File: config.mk
export PLATFORM = sky130hd
export DESIGN_NAME = swc_alu
export DESIGN_NICKNAME = d
export VERILOG_FILES = /design/src/swc_pkg.sv /design/src/swc_alu.sv
export SDC_FILE = /design/constraint.sdc
export NUM_CORES = 2
export LEC_CHECK = 0
export ABC_AREA = 1
export BUFFER_PORTS_ARGS = -buffer_cell sky130_fd_sc_hd__buf_2
export CAP_MARGIN = 10
export CORE_ASPECT_RATIO = 2
export CORE_UTILIZATION = 45
export CTS_BUF_LIST = sky130_fd_sc_hd__clkbuf_8
export DETAILED_ROUTE_END_ITERATION = 10
export SYNTH_ARGS = -nofsm -noshare
export SYNTH_HDL_FRONTEND = slang
export SYNTH_SLANG_ARGS = --single-unit
File: constraint.sdc
create_clock -name clk -period 16.7 [get_ports clk]
set_input_delay 2.505 -clock clk [delete_from_list [all_inputs] [get_ports clk]]
set_output_delay 2.505 -clock clk [all_outputs]
set_load 0.02 [all_outputs]
File: src/swc_pkg.sv
// Shared types and constants for the segment wall clipper.
// No dependencies; used by swc_if.sv, swc_alu.sv and the top level.
package swc_pkg;

  localparam int WALLS_DEF = 16;
  localparam int COORD_W   = 32;
  localparam int DIFF_W    = COORD_W + 1;
  localparam int CFG_W     = 5;
  localparam int SLOT_W    = 4;
  localparam int ALU_W     = 104;
  localparam int MUL_BITS  = DIFF_W;
  localparam int CNT_W     = $clog2(ALU_W);

  typedef enum logic {KIND_WALL = 1'b0, KIND_RAY = 1'b1} kind_t;

  typedef struct packed {
    logic                    start;
    logic                    div;
    logic signed [ALU_W-1:0] a;
    logic signed [ALU_W-1:0] b;
  } alu_req_t;

  typedef struct packed {
    logic                    done;
    logic                    busy;
    logic signed [ALU_W-1:0] res;
  } alu_rsp_t;

endpackage

File: src/swc_alu.sv
// Shared serial arithmetic unit: shift-add multiply (one multiplier bit a cycle)
// and restoring truncating divide (one quotient bit a cycle). Depends on swc_pkg.
module swc_alu import swc_pkg::*; (
  input  logic     clk,
  input  logic     rst,
  input  alu_req_t req,
  output alu_rsp_t rsp
);

  localparam logic [2:0] PH_IDLE = 3'd0;
  localparam logic [2:0] PH_PREP = 3'd1;
  localparam logic [2:0] PH_RUN  = 3'd2;
  localparam logic [2:0] PH_FIX  = 3'd3;
  localparam logic [2:0] PH_DONE = 3'd4;

  logic [2:0]              phase;
  logic                    is_div;
  logic                    neg;
  logic [CNT_W-1:0]        cnt;
  logic signed [ALU_W-1:0] acc;
  logic [ALU_W-1:0]        sh;
  logic [ALU_W-1:0]        qb;
  logic [ALU_W:0]          rem_sh;
  logic [ALU_W:0]          trial;

  assign rem_sh = {acc, sh[ALU_W-1]};
  assign trial  = rem_sh - {1'b0, qb};

  always_ff @(posedge clk) begin
    if (rst) begin
      phase <= PH_IDLE;
    end else begin
      unique case (phase) inside
        PH_IDLE, PH_DONE: begin
          if (req.start) begin
            is_div <= req.div;
            sh     <= req.a;
            qb     <= req.b;
            acc    <= '0;
            cnt    <= '0;
            phase  <= req.div ? PH_PREP : PH_RUN;
          end else begin
            phase <= PH_IDLE;
          end
        end
        PH_PREP: begin
          neg   <= sh[ALU_W-1] ^ qb[ALU_W-1];
          sh    <= sh[ALU_W-1] ? -sh : sh;
          qb    <= qb[ALU_W-1] ? -qb : qb;
          phase <= PH_RUN;
        end
        PH_RUN: begin
          cnt <= cnt + 1'b1;
          if (!is_div) begin
            if (qb[0]) begin
              acc <= (cnt == CNT_W'(MUL_BITS-1)) ? acc - $signed(sh) : acc + $signed(sh);
            end
            sh <= {sh[ALU_W-2:0], 1'b0};
            qb <= {1'b0, qb[ALU_W-1:1]};
            if (cnt == CNT_W'(MUL_BITS-1)) phase <= PH_DONE;
          end else begin
            acc <= trial[ALU_W] ? rem_sh[ALU_W-1:0] : trial[ALU_W-1:0];
            sh  <= {sh[ALU_W-2:0], ~trial[ALU_W]};
            if (cnt == CNT_W'(ALU_W-1)) phase <= PH_FIX;
          end
        end
        PH_FIX: begin
          acc   <= neg ? -$signed(sh) : $signed(sh);
          phase <= PH_DONE;
        end
        default: phase <= PH_IDLE;
      endcase
    end
  end

  assign rsp.done = (phase == PH_DONE);
  assign rsp.busy = (phase != PH_IDLE) && (phase != PH_DONE);
  assign rsp.res  = acc;

endmodule

==> metrics.md, run 1 <==
| Metric | Value |
|---|---|
| Status | stopped before the end |
| Stopped at | global routing |
| Err | [ERROR GRT-0116] Global routing finished with congestion. Check the congestion regions in the DRC Viewer. |
| FP Rows | 164 |
| # resized after CTS | 0 |
| Starting Density | 45.3% |
| Main combinational cell family by area after synthesis | simple AND/OR/NAND/NOR gates |
| Async SR Flop Fraction | 0% |
| GRT Util Overall | 65.2% |
| CTS buffer count | 58 |
| Flops & latches, synth | 324 |
| Die Ht | 450 microns |
| Post-Syn Instances | 7853 |
| Number of flops mapped to enable cells by yosys | 321 |
| Syn nets | 8279 |
| Post-synthesis simple-gate area fraction | 41.5% |
| Gr ovfl total | 254 |
| Xor/xnor share of the synthesized area | 3.99% |
| Die width | 226 microns |
| Clock Path Buffers | 3 |
| Synth Area in Adders | 5.96% |
| DP Area | 0.0481 sq mm |
| Mean Syn Cell Area | 5.76 sq um |
| Synth Area in Compound Gates | 14.3% |
| Main flop type after synthesis | edfxtp_1 |
| Post-CTS Hold Buffers | 0 |
| Placer Congestion | 1.22 |
| Synth Cell Area | 0.0452 sq mm |
| Vias in the first global route | 62.0k |
| Post-CTS Setup Inserts | 0 |
| Pin count of the biggest net entering global routing | 125 |
| Top Ports | 318 |
| Post-synthesis sequential area ratio | 21.5% |
| CTS Root Cell | clkbuf_8 |
| Clock sinks | 324 |
| Post-synth cell types | 55 |
| First-pass GRT wire length | 481000 microns |
| IO Port Bufs | 317 |
| Htree depth | 2 |
| Yosys Warn Count | 0 |
| Mux cell area share after synthesis | 0.0221% |
| Worst slack, placed | 9.47 ns |
| Dpl hpwl | 226000 microns |
-- metrics by stage --
stage               hold slack (ns)  utilization, %  std cells
floorplan                     0.537               -       7853
global placement              0.557            48.3       9371
detailed placement            0.595            48.3       9372
CTS                           0.604            49.4       9479
-- layer usage --
layer / overflow / track usage [%]
met3: 4 / 37.8
met4: 99 / 65.7
met2: 149 / 87.8
met1: 2 / 67.7
met5: 0 / 8.02
-- cells in the mapped netlist, types with 12 or more instances --
master,instances,area [sq um]
nand2_1,2774,10400
inv_1,1302,4890
nor2_1,793,2980
nand3_1,489,2450
o21ai_0,383,1920
a21oi_1,357,1790
edfxtp_1,321,9640
ha_1,212,2650
nand4_1,171,1070
o211ai_1,137,1030
clkbuf_1,125,469
xor2_1,115,1010
nor3_1,101,505
o221ai_1,95,832
xnor2_1,87,762
o21bai_1,59,443
nor4_1,53,332
nand3b_1,28,210
nor2_2,24,150
buf_1,20,75.1
o21ai_1,20,100
inv_2,18,67.6
or2_2,18,113
nand2_2,17,106
buf_2,12,60.1
nor2_4,12,135
-- kinds of logic after synthesis --
kind of cell               Yosys count
adders and majority gates          214
buffers and inverters             1504
DFF                                324
and+or+nand+nor                   4511
xor gates and xnor gates           204
AOI/OAI and AO/OA                 1095
muxes                                1
==> run 2, diff against run 1 <==
--- a/config.mk
+++ b/config.mk
@@ -8,10 +8,9 @@
 export ABC_AREA = 1
 export BUFFER_PORTS_ARGS = -buffer_cell sky130_fd_sc_hd__buf_2
 export CAP_MARGIN = 10
-export CORE_ASPECT_RATIO = 2
-export CORE_UTILIZATION = 45
-export CTS_BUF_LIST = sky130_fd_sc_hd__clkbuf_8
+export CORE_UTILIZATION = 30
 export DETAILED_ROUTE_END_ITERATION = 10
+export PLACE_DENSITY_LB_ADDON = 0.15
 export SYNTH_ARGS = -nofsm -noshare
 export SYNTH_HDL_FRONTEND = slang
 export SYNTH_SLANG_ARGS = --single-unit
==> metrics.md, run 2 <==
| Metric | Value |
|---|---|
| Clock latency on the worst-skew pair | 0.68 ns |
| Main flop type after synthesis | edfxtp_1 (unchanged) |
| Starting Density | 30.2% (was 45.3%) |
| Clock sinks | 324 (unchanged) |
| Mean Syn Cell Area | 5.76 sq um (unchanged) |
| Most used cell, CP | nand2_1 |
| Core area | 0.150 sq mm |
| Worst path required time | 17.10 ns |
| Finished Core Util | 34.4% |
| Most frequent cells in the layout | nand2_1, inv_1, nor2_1 |
| CTS buffer count | 49 (was 58) |
| Family with the most delay on the worst path | simple AND/OR/NAND/NOR gates |
| Yosys top cell area share | 23.0% (unchanged) |
| Async SR Flop Fraction | 0% (unchanged) |
| Worst r2r path cells | 30 |
| FP Rows | 142 (was 164) |
| Worst setup startpoint | sh[0] |
| Design area | 0.0515 sq mm |
| Share of cells above drive strength 1 | 8.28% |
| # nets final | 8620 |
| Crit path to | acc[97] |
| Vias in the first global route | 52.8k |
| WS Path Type | register to register |
| Flops & latches, synth | 324 (unchanged) |
| Post-CTS Setup Inserts | 0 (unchanged) |
| Area leader, netlist | nand2_1 (unchanged) |
| Worst Tran Pin Value | 1.40 ns |
| First-pass GRT wire length | 444000 microns |
| Worst slack, placed | 10.39 ns (was 9.47 ns) |
| Final period util | 39.4% |
| P per Cell Area | 139 mW/mm^2 |
| Post-synthesis sequential area ratio | 21.5% (unchanged) |
| R2R Path End | acc[97] |
| Critical-path top delay cell | nor3_1 |
| Htree depth | 2 (unchanged) |
| Number of flops mapped to enable cells by yosys | 321 (unchanged) |
| Critical path depth | 30 |
| Pin count of the biggest net entering global routing | 143 |
| Slew Viols, Final | 0 |
| Syn nets | 8279 (unchanged) |
| Clock period minus final worst setup slack | 6.57 ns |
| RSZ-0062 raised after global routing | false |
| PnR worst setup slack | 10.13 ns |
| Clock Path Buffers | 3 (unchanged) |
| CTS Root Cell | clkbuf_16 (was clkbuf_8) |
| Final ANT Viol Nets | 0 |
| Yosys Warn Count | 0 (unchanged) |
| Routed wire per std cell | 32.7 microns |
| Placed cells | 10.2k (was 9372) |
| Post-synth cell types | 55 (unchanged) |
| # setup viols final | 0 |
| Regs by FF count | acc: 104 flops, qb: 104 flops, sh: 104 flops |
| # DRC | 0 |
| Final TNS setup | 0 ns |
| DP Area | 0.0497 sq mm (was 0.0481 sq mm) |
| Area grow syn2layout | 13.9% |
| WP buf/inv | 3 |
| Non-filler cells, final | 10.3k |
| Hold_ws | 0.596 ns |
| CP max FO | 6 |
| Fin. Hold Viols | 0 |
| # resized after CTS | 0 (unchanged) |
| RR Startpoint | sh[0] |
| Crit end category | register |
| Worst path max stage delay | 0.64 ns |
| Synth Cell Area | 0.0452 sq mm (unchanged) |
| Full die area | 0.152 sq mm |
| Starting DRC count in detailed routing | 6553 |
| Fmax | 0.152 GHz |
| Pwr Total | 7.16 mW |
| Initial antenna violation count | 35 |
| Crit path arrival time | 6.98 ns |
| Top cells by area, synth | nand2_1, edfxtp_1, inv_1 (unchanged) |
| Startpoint types | register |
| Clk slew on worst S/H paths | 0.06 ns |
| Post-Syn Instances | 7853 (unchanged) |
| Setup Skew | 0.0448 ns |
| Final WL | 335000 microns |
| CTS tree | done |
| Pre-antenna DRT Iters | 6 |
| Max IR drop VDD | 0.0702 mV |
| Max Cap Viol | 0 |
| Hold WC Path Type | register to register |
| Top Ports | 318 (unchanged) |
| Status | finished clean (was stopped before the end) |
| Count leader, synth | nand2_1 (unchanged) |
| Dpl hpwl | 288000 microns (was 226000 microns) |
| Via count of the routed design | 56.7k |
| Worst reg-to-reg setup slack | 10.13 ns |
| Die width | 390 microns (was 226 microns) |
| Slew HR | 5.41% |
| Commonest non-fill, non-tap cell in the layout | nand2_1 |
| Die Ht | 390 microns (was 450 microns) |
| Placer Congestion | 1.10 (was 1.22) |
| Post-synth top cells | nand2_1, inv_1, nor2_1 (unchanged) |
| Post-CTS Hold Buffers | 0 (unchanged) |
| GRT Util Overall | 42.7% |
| Gr ovfl total | 0 |
| IO Port Bufs | 317 (unchanged) |
| LEAKAGE | 25.2 nW |
| Vias/cell | 5.52 |
## run 2: cell counts after synthesis
No cell type changed its count.
## run 2: worst min path at each step
stage | from | to | slack, ns | cells past startpoint
after detailed placement | cnt[0] | cnt[0] | 0.59 | 1
after floorplan | qb[100] | qb[99] | 0.54 | 2
after CTS | cnt[0] | cnt[0] | 0.60 | 1
final | cnt[0] | cnt[0] | 0.60 | 1
after global placement | qb[94] | qb[93] | 0.59 | 2
after global routing | cnt[0] | cnt[0] | 0.65 | 1
## run 2: layout make-up
class / instances / area, sq um
repair buffers: 465 / 2730
inverters: 1329 / 5000
clock buffers: 57 / 1330
flip-flops and latches: 324 / 9700
clock inverters: 35 / 403
multi-input cells: 6025 / 29800
well taps: 2016 / 2520
fillers: 17400 / 98100
diodes: 14 / 35.0
## run 2: per-layer routing
| layer | vias to the layer above | track usage, % | part of all wire [%] |
|---|---|---|---|
| li1 | 26100 | - | - |
| met1 | 26900 | 51.9 | 39 |
| met2 | 3042 | 66.2 | 43 |
| met3 | 692 | 5.41 | 7.5 |
| met4 | 16 | 37.7 | 11 |
| met5 | - | 0 | 0.041 |
## run 2: where the power goes
group / leakage [nW] / internal (mW) / switching [mW]
logic: 21.2 / 1.14 / 3.49
registers: 3.09 / 1.13 / 0.213
clock network: 0.841 / 0.670 / 0.511
## run 2: cells by family (layout without fill, tap and decap cells)
kind of cell	after synthesis	count (layout)	share of synthesized area, %
buf+inv	1504	1886	12.8
xor+xnor	204	204	3.99
flops	324	324	21.5
fa+ha+maj	214	214	5.96
compound gates	1095	1095	14.3
simple gates	4511	4511	41.5
mux	1	1	0.0221
other cells	0	14	0
Note: power is estimated with default switching activity, not from simulation.
